--- src/design/tlne_pkg.sv ---
// Shared types and constants for the text line-number / escape filter.
// Depends on nothing; imported by tlne_digits and the top level.
package tlne_pkg;

  // Input and output payloads
  typedef struct packed {
    logic [7:0] in_byte;
    logic       file_start;
  } in_item_t;

  typedef struct packed {
    logic [7:0] out_byte;
    logic       run_last;
  } out_item_t;

  // Configuration register indexes
  typedef logic [1:0] cfg_index_t;
  localparam cfg_index_t CFG_SHOW_LINE_ENDS = 2'd0;
  localparam cfg_index_t CFG_SHOW_TAB_CHARS = 2'd1;
  localparam cfg_index_t CFG_NUMBER_LINES   = 2'd2;

  // Sequencer states
  typedef enum logic [2:0] {
    S_IDLE,
    S_PREP,
    S_PAD,
    S_DIGIT,
    S_TAB,
    S_BODY1,
    S_BODY2
  } tlne_state_t;

  // Number field is right-justified to this many columns
  localparam int PAD_WIDTH = 6;
  localparam int PAD_CNT_W = 3;

  // ASCII codes
  localparam logic [7:0] CH_TAB    = 8'h09;
  localparam logic [7:0] CH_NL     = 8'h0A;
  localparam logic [7:0] CH_SPACE  = 8'h20;
  localparam logic [7:0] CH_DOLLAR = 8'h24;
  localparam logic [7:0] CH_ZERO   = 8'h30;
  localparam logic [7:0] CH_CAP_I  = 8'h49;
  localparam logic [7:0] CH_CARET  = 8'h5E;

endpackage

--- src/design/tlne_digits.sv ---
// Decimal line counter: BCD digit registers with a one-digit-per-cycle
// carry walk, a read port and a significant-digit count. Uses tlne_pkg.
module tlne_digits #(
  parameter int DIGITS = 8
) (
  input  logic                         clk,
  input  logic                         rst,
  input  logic                         clear,
  input  logic                         inc_start,
  input  logic [$clog2(DIGITS)-1:0]    rd_idx,
  output logic [3:0]                   rd_digit,
  output logic [$clog2(DIGITS+1)-1:0]  sig,
  output logic                         busy
);
  import tlne_pkg::*;

  localparam int IW = $clog2(DIGITS);
  localparam int SW = $clog2(DIGITS + 1);

  logic [3:0]    digit [DIGITS];
  logic [IW-1:0] walk;
  logic [IW-1:0] addr;
  logic          all_nine;

  // single read port, shared between the carry walk and the emitter
  assign addr     = busy ? walk : rd_idx;
  assign rd_digit = digit[addr];

  always_comb begin
    all_nine = 1'b1;
    for (int i = 0; i < DIGITS; i++) begin
      if (digit[i] != 4'd9) all_nine = 1'b0;
    end
  end

  // count of significant digits, at least one
  always_comb begin
    sig = SW'(1);
    for (int i = 0; i < DIGITS; i++) begin
      if (digit[i] != 4'd0) sig = SW'(i + 1);
    end
  end

  always_ff @(posedge clk) begin
    if (rst || clear) begin
      for (int i = 0; i < DIGITS; i++) begin
        digit[i] <= (i == 0) ? 4'd1 : 4'd0;
      end
    end else if (busy) begin
      if (rd_digit >= 4'd9) begin
        digit[walk] <= 4'd0;
      end else begin
        digit[walk] <= rd_digit + 4'd1;
      end
    end
  end

  always_ff @(posedge clk) begin
    if (rst) begin
      busy <= 1'b0;
      walk <= '0;
    end else if (busy) begin
      if (rd_digit < 4'd9 || walk == IW'(DIGITS - 1)) begin
        busy <= 1'b0;
      end
      walk <= walk + IW'(1);
    end else if (inc_start && !all_nine) begin
      // saturated counter stays put
      busy <= 1'b1;
      walk <= '0;
    end
  end

endmodule

--- src/design/text_line_number_escape_filter_unit.sv ---
// Text filter: optional line numbers, '$' before newlines, '^I' for tabs.
// An input transfer moves the sequencer to S_PREP, and the first output byte is registered after it.
// An item yields 1 to DIGITS+3 output bytes; a new item is taken only once the sequencer
// is idle and any counter carry walk after a numbered newline is done.
// Output bytes leave the sequencer one per cycle, unless out_ready stalls them, through a single output register.
// Reset (rst, sync, high): config registers and out_valid cleared, counter at one, line start, idle.
module text_line_number_escape_filter_unit #(
  parameter int DIGITS = 8
) (
  input  logic                  clk,
  input  logic                  rst,
  // configuration write port
  input  logic                  cfg_we,
  input  tlne_pkg::cfg_index_t  cfg_index,
  input  logic                  cfg_data,
  // input byte stream
  input  logic                  in_valid,
  output logic                  in_ready,
  input  tlne_pkg::in_item_t    in_item,
  // output byte stream
  output logic                  out_valid,
  input  logic                  out_ready,
  output tlne_pkg::out_item_t   out_item
);
  import tlne_pkg::*;

  localparam int IW = $clog2(DIGITS);
  localparam int SW = $clog2(DIGITS + 1);

  // Configuration registers
  logic show_line_ends;
  logic show_tab_chars;
  logic number_lines;

  always_ff @(posedge clk) begin
    if (rst) begin
      show_line_ends <= 1'b0;
      show_tab_chars <= 1'b0;
      number_lines   <= 1'b0;
    end else if (cfg_we) begin
      unique case (cfg_index)
        CFG_SHOW_LINE_ENDS: show_line_ends <= cfg_data;
        CFG_SHOW_TAB_CHARS: show_tab_chars <= cfg_data;
        CFG_NUMBER_LINES:   number_lines   <= cfg_data;
        default: ;  // unused index, write dropped
      endcase
    end
  end

  // Sequencer state and item registers
  tlne_state_t          state, state_next;
  logic [7:0]           byte_q;
  logic                 at_line_start, at_line_start_next;
  logic [PAD_CNT_W-1:0] pad_cnt, pad_cnt_next;
  logic [IW-1:0]        dig_idx, dig_idx_next;
  logic                 out_valid_next;
  out_item_t            out_item_next;

  logic                 in_xfer;
  logic                 can_load;
  logic                 inc_start;
  logic                 cnt_busy;
  logic [3:0]           rd_digit;
  logic [SW-1:0]        sig;
  logic                 is_nl, ends_nl, tabs_tab;

  // Counter: the shared unit; it walks the carry one digit per cycle and
  // serves the emitter's digit reads through the same port.
  tlne_digits #(
    .DIGITS (DIGITS)
  ) u_digits (
    .clk       (clk),
    .rst       (rst),
    .clear     (in_xfer && in_item.file_start),
    .inc_start (inc_start),
    .rd_idx    (dig_idx),
    .rd_digit  (rd_digit),
    .sig       (sig),
    .busy      (cnt_busy)
  );

  // new item only once the previous one is out and the counter is settled
  assign in_ready = (state == S_IDLE) && !cnt_busy;
  assign in_xfer  = in_valid && in_ready;
  // output register free, or being drained this cycle
  assign can_load = !out_valid || out_ready;

  assign is_nl    = (byte_q == CH_NL);
  assign ends_nl  = show_line_ends && is_nl;
  assign tabs_tab = show_tab_chars && (byte_q == CH_TAB);

  always_ff @(posedge clk) begin
    if (rst) begin
      state         <= S_IDLE;
      at_line_start <= 1'b1;
      out_valid     <= 1'b0;
    end else begin
      state         <= state_next;
      at_line_start <= at_line_start_next;
      out_valid     <= out_valid_next;
    end
  end

  always_ff @(posedge clk) begin
    if (in_xfer) byte_q <= in_item.in_byte;
    pad_cnt  <= pad_cnt_next;
    dig_idx  <= dig_idx_next;
    out_item <= out_item_next;
  end

  always_comb begin
    state_next         = state;
    at_line_start_next = at_line_start;
    pad_cnt_next       = pad_cnt;
    dig_idx_next       = dig_idx;
    out_valid_next     = out_valid && !out_ready;
    out_item_next      = out_item;
    inc_start          = 1'b0;

    unique case (state)
      S_IDLE: begin
        if (in_xfer) begin
          state_next = S_PREP;
          // a new file restarts numbering on this byte
          if (in_item.file_start) at_line_start_next = 1'b1;
        end
      end

      S_PREP: begin
        if (number_lines && at_line_start) begin
          at_line_start_next = 1'b0;
          dig_idx_next       = IW'(sig - SW'(1));
          if (int'(sig) < PAD_WIDTH) begin
            pad_cnt_next = PAD_CNT_W'(PAD_WIDTH - int'(sig));
            state_next   = S_PAD;
          end else begin
            state_next = S_DIGIT;
          end
        end else begin
          state_next = S_BODY1;
        end
        // a numbered newline opens the next line
        if (number_lines && is_nl) at_line_start_next = 1'b1;
      end

      S_PAD: begin
        if (can_load) begin
          out_valid_next = 1'b1;
          out_item_next  = '{out_byte: CH_SPACE, run_last: 1'b0};
          pad_cnt_next   = pad_cnt - PAD_CNT_W'(1);
          if (pad_cnt == PAD_CNT_W'(1)) state_next = S_DIGIT;
        end
      end

      S_DIGIT: begin
        // most significant digit first
        if (can_load) begin
          out_valid_next = 1'b1;
          out_item_next  = '{out_byte: CH_ZERO | {4'd0, rd_digit}, run_last: 1'b0};
          if (dig_idx == '0) begin
            state_next = S_TAB;
          end else begin
            dig_idx_next = dig_idx - IW'(1);
          end
        end
      end

      S_TAB: begin
        if (can_load) begin
          out_valid_next = 1'b1;
          out_item_next  = '{out_byte: CH_TAB, run_last: 1'b0};
          state_next     = S_BODY1;
        end
      end

      S_BODY1: begin
        if (can_load) begin
          out_valid_next = 1'b1;
          // digits are out; count the newline now
          inc_start      = number_lines && is_nl;
          if (ends_nl) begin
            out_item_next = '{out_byte: CH_DOLLAR, run_last: 1'b0};
            state_next    = S_BODY2;
          end else if (tabs_tab) begin
            out_item_next = '{out_byte: CH_CARET, run_last: 1'b0};
            state_next    = S_BODY2;
          end else begin
            out_item_next = '{out_byte: byte_q, run_last: 1'b1};
            state_next    = S_IDLE;
          end
        end
      end

      S_BODY2: begin
        if (can_load) begin
          out_valid_next = 1'b1;
          out_item_next  = '{out_byte: ends_nl ? CH_NL : CH_CAP_I, run_last: 1'b1};
          state_next     = S_IDLE;
        end
      end

      default: state_next = S_IDLE;
    endcase
  end

  // Assertions

  // an accepted item is worked on; no second transfer right behind it
  a_one_item: assert property (@(posedge clk) disable iff (rst)
    in_xfer |=> !in_ready)
    else $error("input taken while previous item still in progress");

  // digit reads never collide with the carry walk on the shared read port
  a_no_read_during_walk: assert property (@(posedge clk) disable iff (rst)
    (state == S_DIGIT) |-> !cnt_busy)
    else $error("digit emitted while counter carry walk active");

  // a stalled output byte stays offered with the same payload
  a_out_hold: assert property (@(posedge clk) disable iff (rst)
    (out_valid && !out_ready) |=> (out_valid && $stable(out_item)))
    else $error("output byte dropped or changed while waiting");

  // walk only ever starts from the body stage after the number went out
  a_walk_start: assert property (@(posedge clk) disable iff (rst)
    $rose(cnt_busy) |-> (state == S_BODY2 || state == S_IDLE))
    else $error("counter walk started outside the body stage");

endmodule
--- config.mk ---
export PLATFORM = sky130hd
export DESIGN_NAME = text_line_number_escape_filter_unit
export DESIGN_NICKNAME = d
export VERILOG_FILES = /design/src/design/tlne_pkg.sv /design/src/design/tlne_digits.sv /design/src/design/text_line_number_escape_filter_unit.sv
export SDC_FILE = /design/constraint.sdc
export NUM_CORES = 1
export LEC_CHECK = 0
export BUFFER_PORTS_ARGS = -buffer_cell sky130_fd_sc_hd__buf_4
export CAP_MARGIN = 20
export CORE_MARGIN = 5
export CORE_UTILIZATION = 45
export DETAILED_ROUTE_END_ITERATION = 8
export GPL_TIMING_DRIVEN = 0
export PLACE_DENSITY_LB_ADDON = 0.25
export SLEW_MARGIN = 20
export SYNTH_ARGS = -nofsm -noshare
export SYNTH_HDL_FRONTEND = slang
export SYNTH_SLANG_ARGS = --single-unit
--- constraint.sdc ---
create_clock -name clk -period 5.4 [get_ports clk]
set_input_delay 0.81 -clock clk [delete_from_list [all_inputs] [get_ports clk]]
set_output_delay 0.81 -clock clk [all_outputs]
set_load 0.02 [all_outputs]
# Word-level counts from Yosys, hierarchy flattened
# Memory sizes are Yosys's and may differ from the RTL's.
# Cells that the tools add are included.
# word_totals
output_inout_bits	11
elab_cells	172
ff_bits	35
mem_count	1
ram_bits	32
# memory_table
name	depth	width	read_ports	rd_ports_with_merged_regs	wr	line_no	rtl
u_digits.digit	8	4	9	0	8	tlne_digits.sv:20	logic [3:0] digit [DIGITS];
# classes
magnitude_cmp	3
n_eq_ne	33
reduce_logical	41
n_bitwise	1
mux	74
n_addsub	6
# ops
operator	n
2-to-1 mux 3 bit	25
2-to-1 mux 9 bit	7
one-hot mux 9 bit (5 select lines)	1
!= test 4 bit (second input constant)	8
2-to-1 mux 1 bit	31
nonzero test 4 bit	7
!= test 2 bit (second input constant)	12
one-hot mux 3 bit (7 select lines)	1
equality test 8 x 4 -> 1 bit (second input constant)	2
equality test 3 bit (second input constant)	4
2-to-1 mux 4 bit	3
one-hot mux 3 bit (2 select lines)	2
AND reduction 4 bit	3
logical AND 1 bit	9
subtractor 3 x 1 -> 3 bit (second input constant)	3
AND reduction 8 bit	1
nonzero test 2 bit	4
2-to-1 mux 7 bit	1
equality test 3 x 1 -> 1 bit (second input constant)	2
equality test 3 x 2 -> 1 bit (second input constant)	2
logical NOT 3 bit	2
AND reduction 2 bit	3
AND reduction 6 bit	1
nonzero test 5 bit	1
17 further kinds	23

# Longest topological paths before layout
# An unclocked memory read counts as a cell.
# logic_depth
depth_word	14
mapped_depth	12

# Modules after synthesis
# From an unflattened synthesis, not the netlist that was laid out.
# unflattened
cells_unflattened	405
hier_area_um2	3971.3
# by_module_without_submodules
module	area_per_inst_um2	cells_each	seq_area_each_um2	instances
tlne_digits	2306.0	248	1041.0	1
text_line_number_escape_filter_unit	1665.3	157	850.8	1

# Least setup slack after synthesis
# Ideal clock, no wire load.
# synth_timing
path_kind	input-to-reg
startpoint	in in_valid
endpoint	mem u_digits.digit[2][0] (enable)
arrival_ns	2.477
cell_stages	4
path_slack_ns	2.562
n_path_buf	0
path_cell_list	nand2b_1 > nor4_1 > a21oi_1 > o21ai_0
# synth_rtl
item	line_no	rtl
from (decl)	text_line_number_escape_filter_unit.sv:17	input logic in_valid,
to (decl)	tlne_digits.sv:20	

==> run metrics <==
status=finished, final reports clean; Critical Path AT=3.28 ns; Gates resized, CTS repair=0; gpl congestion=0.9023; Yosys reg bits=67; Top FF cell, synth=edfxtp_1; Die ar.=10600 um^2; CP Class=reg2reg; Synth Instances=370; first-pass GRT wire length=15120 um; CP Capture Type=flop; Fmax=0.3131 GHz; Rows=34; hpwl dp=7208 um; gr usage total=0.1916; Fin Setup TNS=0 ns; EDFF count, synth=55; Syn Area/Cell=10.51 um^2; Worst Path Required=5.49 ns; post-synthesis sequential area ratio=0.4866; worst hold slack=0.4728 ns; sequential cell area=1892 um^2; initial antenna violation count=0; min cycle time layout=3.193 ns; RSZ-0062 raised after global routing=false; Final period util=0.5914; Horiz. Die Dim=102.9 um; DR WL/cell=18.26 um; Via density=5.998; count leader, synth=edfxtp_1; clk_lat worst skew=0.35 ns; Residual DRC=0; clk_skew=0.01053 ns; Slew headroom=0.3704; Final Cell Area=4454 um^2; largest net degree at the start of global routing=13; Worst setup SP type=flop; IO Pins=28; Worst-Margin Slew=0.9445 ns; total CTS buffers=9; Placed Instance Area=4237 um^2; maximum vdd drop=233.4 uV; quantity of hold-fixing buffers added after cts=0; Sink Count=67; Synth top cells by count=edfxtp_1 (55), nor3_1 (36), nand2_1 (35); total number of vias=3131; Post-Route WL=9532 um; layout cells sized above 1=0.1667; top cell type's share of synthesized area=0.4248; total grt overflow=0; TritonCTS clock tree=built; Yosys Warn Count=0; Post-CTS Setup Bufs=0; HP Class=reg2reg; FFs w/ async S/R, synth=0; Syn Nets=396; diodes inserted=0; final net count=435; die height=102.9 um; Pleak=0.001603 uW; number of fill cells=770; starting density of the core=0.4546; core area=8551 um^2; clk slew on worst S/H paths=0.08 ns; P per Cell Area=295.3 nW/um^2; First DRT Iteration DRCs=247; area leader, netlist=edfxtp_1; area of the multi-input gates=1866 um^2; Area growth syn-to-layout=14.58%; maxcap violations=0; 1st-pass router iterations=7; Synth area leaders=edfxtp_1 (42%), dfxtp_1 (6.2%), mux2i_1 (4.6%); r2r setup slk=2.21 ns; crit path max fanout=10; CTS H-tree depth=3; Root Buffer=clkbuf_8; Synth Cell Area=3887 um^2; I/O Buffers=27; DRT antenna net count=0; clock buffer depth=2; Hold Vio Cnt, Final=0; final setup violation count=0; Netlist cell types=60; vias in the first global route=2902; max-slew violations=0
final timing paths:
check / start / to / depth (start not counted)
max reg2reg: dig_idx[0] / u_digits.digit[5][1] / 11
max: dig_idx[0] / u_digits.digit[5][1] / 11
min: at_line_start / at_line_start / 2
min reg2reg: at_line_start / at_line_start / 2
cell families (layout without fill, tap and decap cells):
group | after synthesis | count (layout) | synth area share
and+or+nand+nor | 168 | 168 | 0.2259
DFF | 67 | 67 | 0.4866
buffers and inverters | 26 | 70 | 0.03508
xor gates and xnor gates | 4 | 4 | 0.01384
adders and majority gates | 9 | 9 | 0.02897
muxes | 27 | 27 | 0.08561
AOI/OAI and AO/OA | 69 | 69 | 0.1239
state kept, by name, summed over array words and instances (netlist names):
name,count
out_item,9
out_valid,1
pad_cnt,3
u_digits.busy,1
byte_q,8
dig_idx,3
show_line_ends,1
number_lines,1
u_digits.digit,32
u_digits.walk,3
show_tab_chars,1
state,3
at_line_start,1
layout make-up:
type                       instances  area share
tap                              108     0.03034
inverter                           8    0.006742
timing repair buffer              28     0.04663
multi-input combinational        277      0.4188
clock buffer                      10     0.02865
buffer                            18     0.02388
sequential                        67      0.4247
clock inverter                     6     0.02022
per-stage QoR:
| stage | setup WS [ns] | power (uW) | std cells | utilization |
|---|---|---|---|---|
| 4_1_cts | 2.216 | 1319 | 522 | 0.5209 |
| 3_3_place_gp | 1.540 | 859.8 | 505 | 0.4941 |
| 2_1_floorplan | 2.562 | 784.8 | 370 | - |
| 5_1_grt | 2.057 | 1369 | 522 | 0.5209 |
| 6_report | 2.207 | 1315 | 522 | 0.5209 |
| 3_5_place_dp | 2.229 | 865.9 | 506 | 0.4955 |
critical path, stage by stage (launching register included):
cell      delay (ns)
edfxtp_1        0.55
mux2i_4         0.32
buf_4           0.26
mux2i_1         0.26
mux2i_1         0.10
a221o_1         0.42
inv_1           0.10
ha_1            0.15
and2b_1         0.20
a31oi_4         0.29
buf_6           0.19
nor3_1          0.06
layer usage:
layer	track usage	vias up	routed length, um	part of all wire
li1	-	1480	-	-
met1	0.2565	1499	4266	0.45
met2	0.3064	125	4471	0.47
met3	0.04263	27	552	0.058
met4	0.06773	0	242	0.025
met5	0	-	0	0
report_power, final:
group | switching, uW | internal, uW
registers | 26.8 | 606
clock network | 199 | 261
logic | 137 | 85.5
layout by cell type (no fill, tap or decap), drive strengths merged, types with 4 or more instances in the layout:
cell,n
nand2b,8
buf,35
nor2b,9
nand3,6
nor4,9
or4,5
a21oi,14
clkbuf,21
o21ai,22
edfxtp,55
nand2,35
nor3b,4
ha,9
dfxtp,12
inv,8
mux2i,21
nand4,5
mux2,4
o21bai,4
and2,4
nor3,36
a31oi,5
a22oi,6
nor2,30
(Power assumes the default switching activity.)
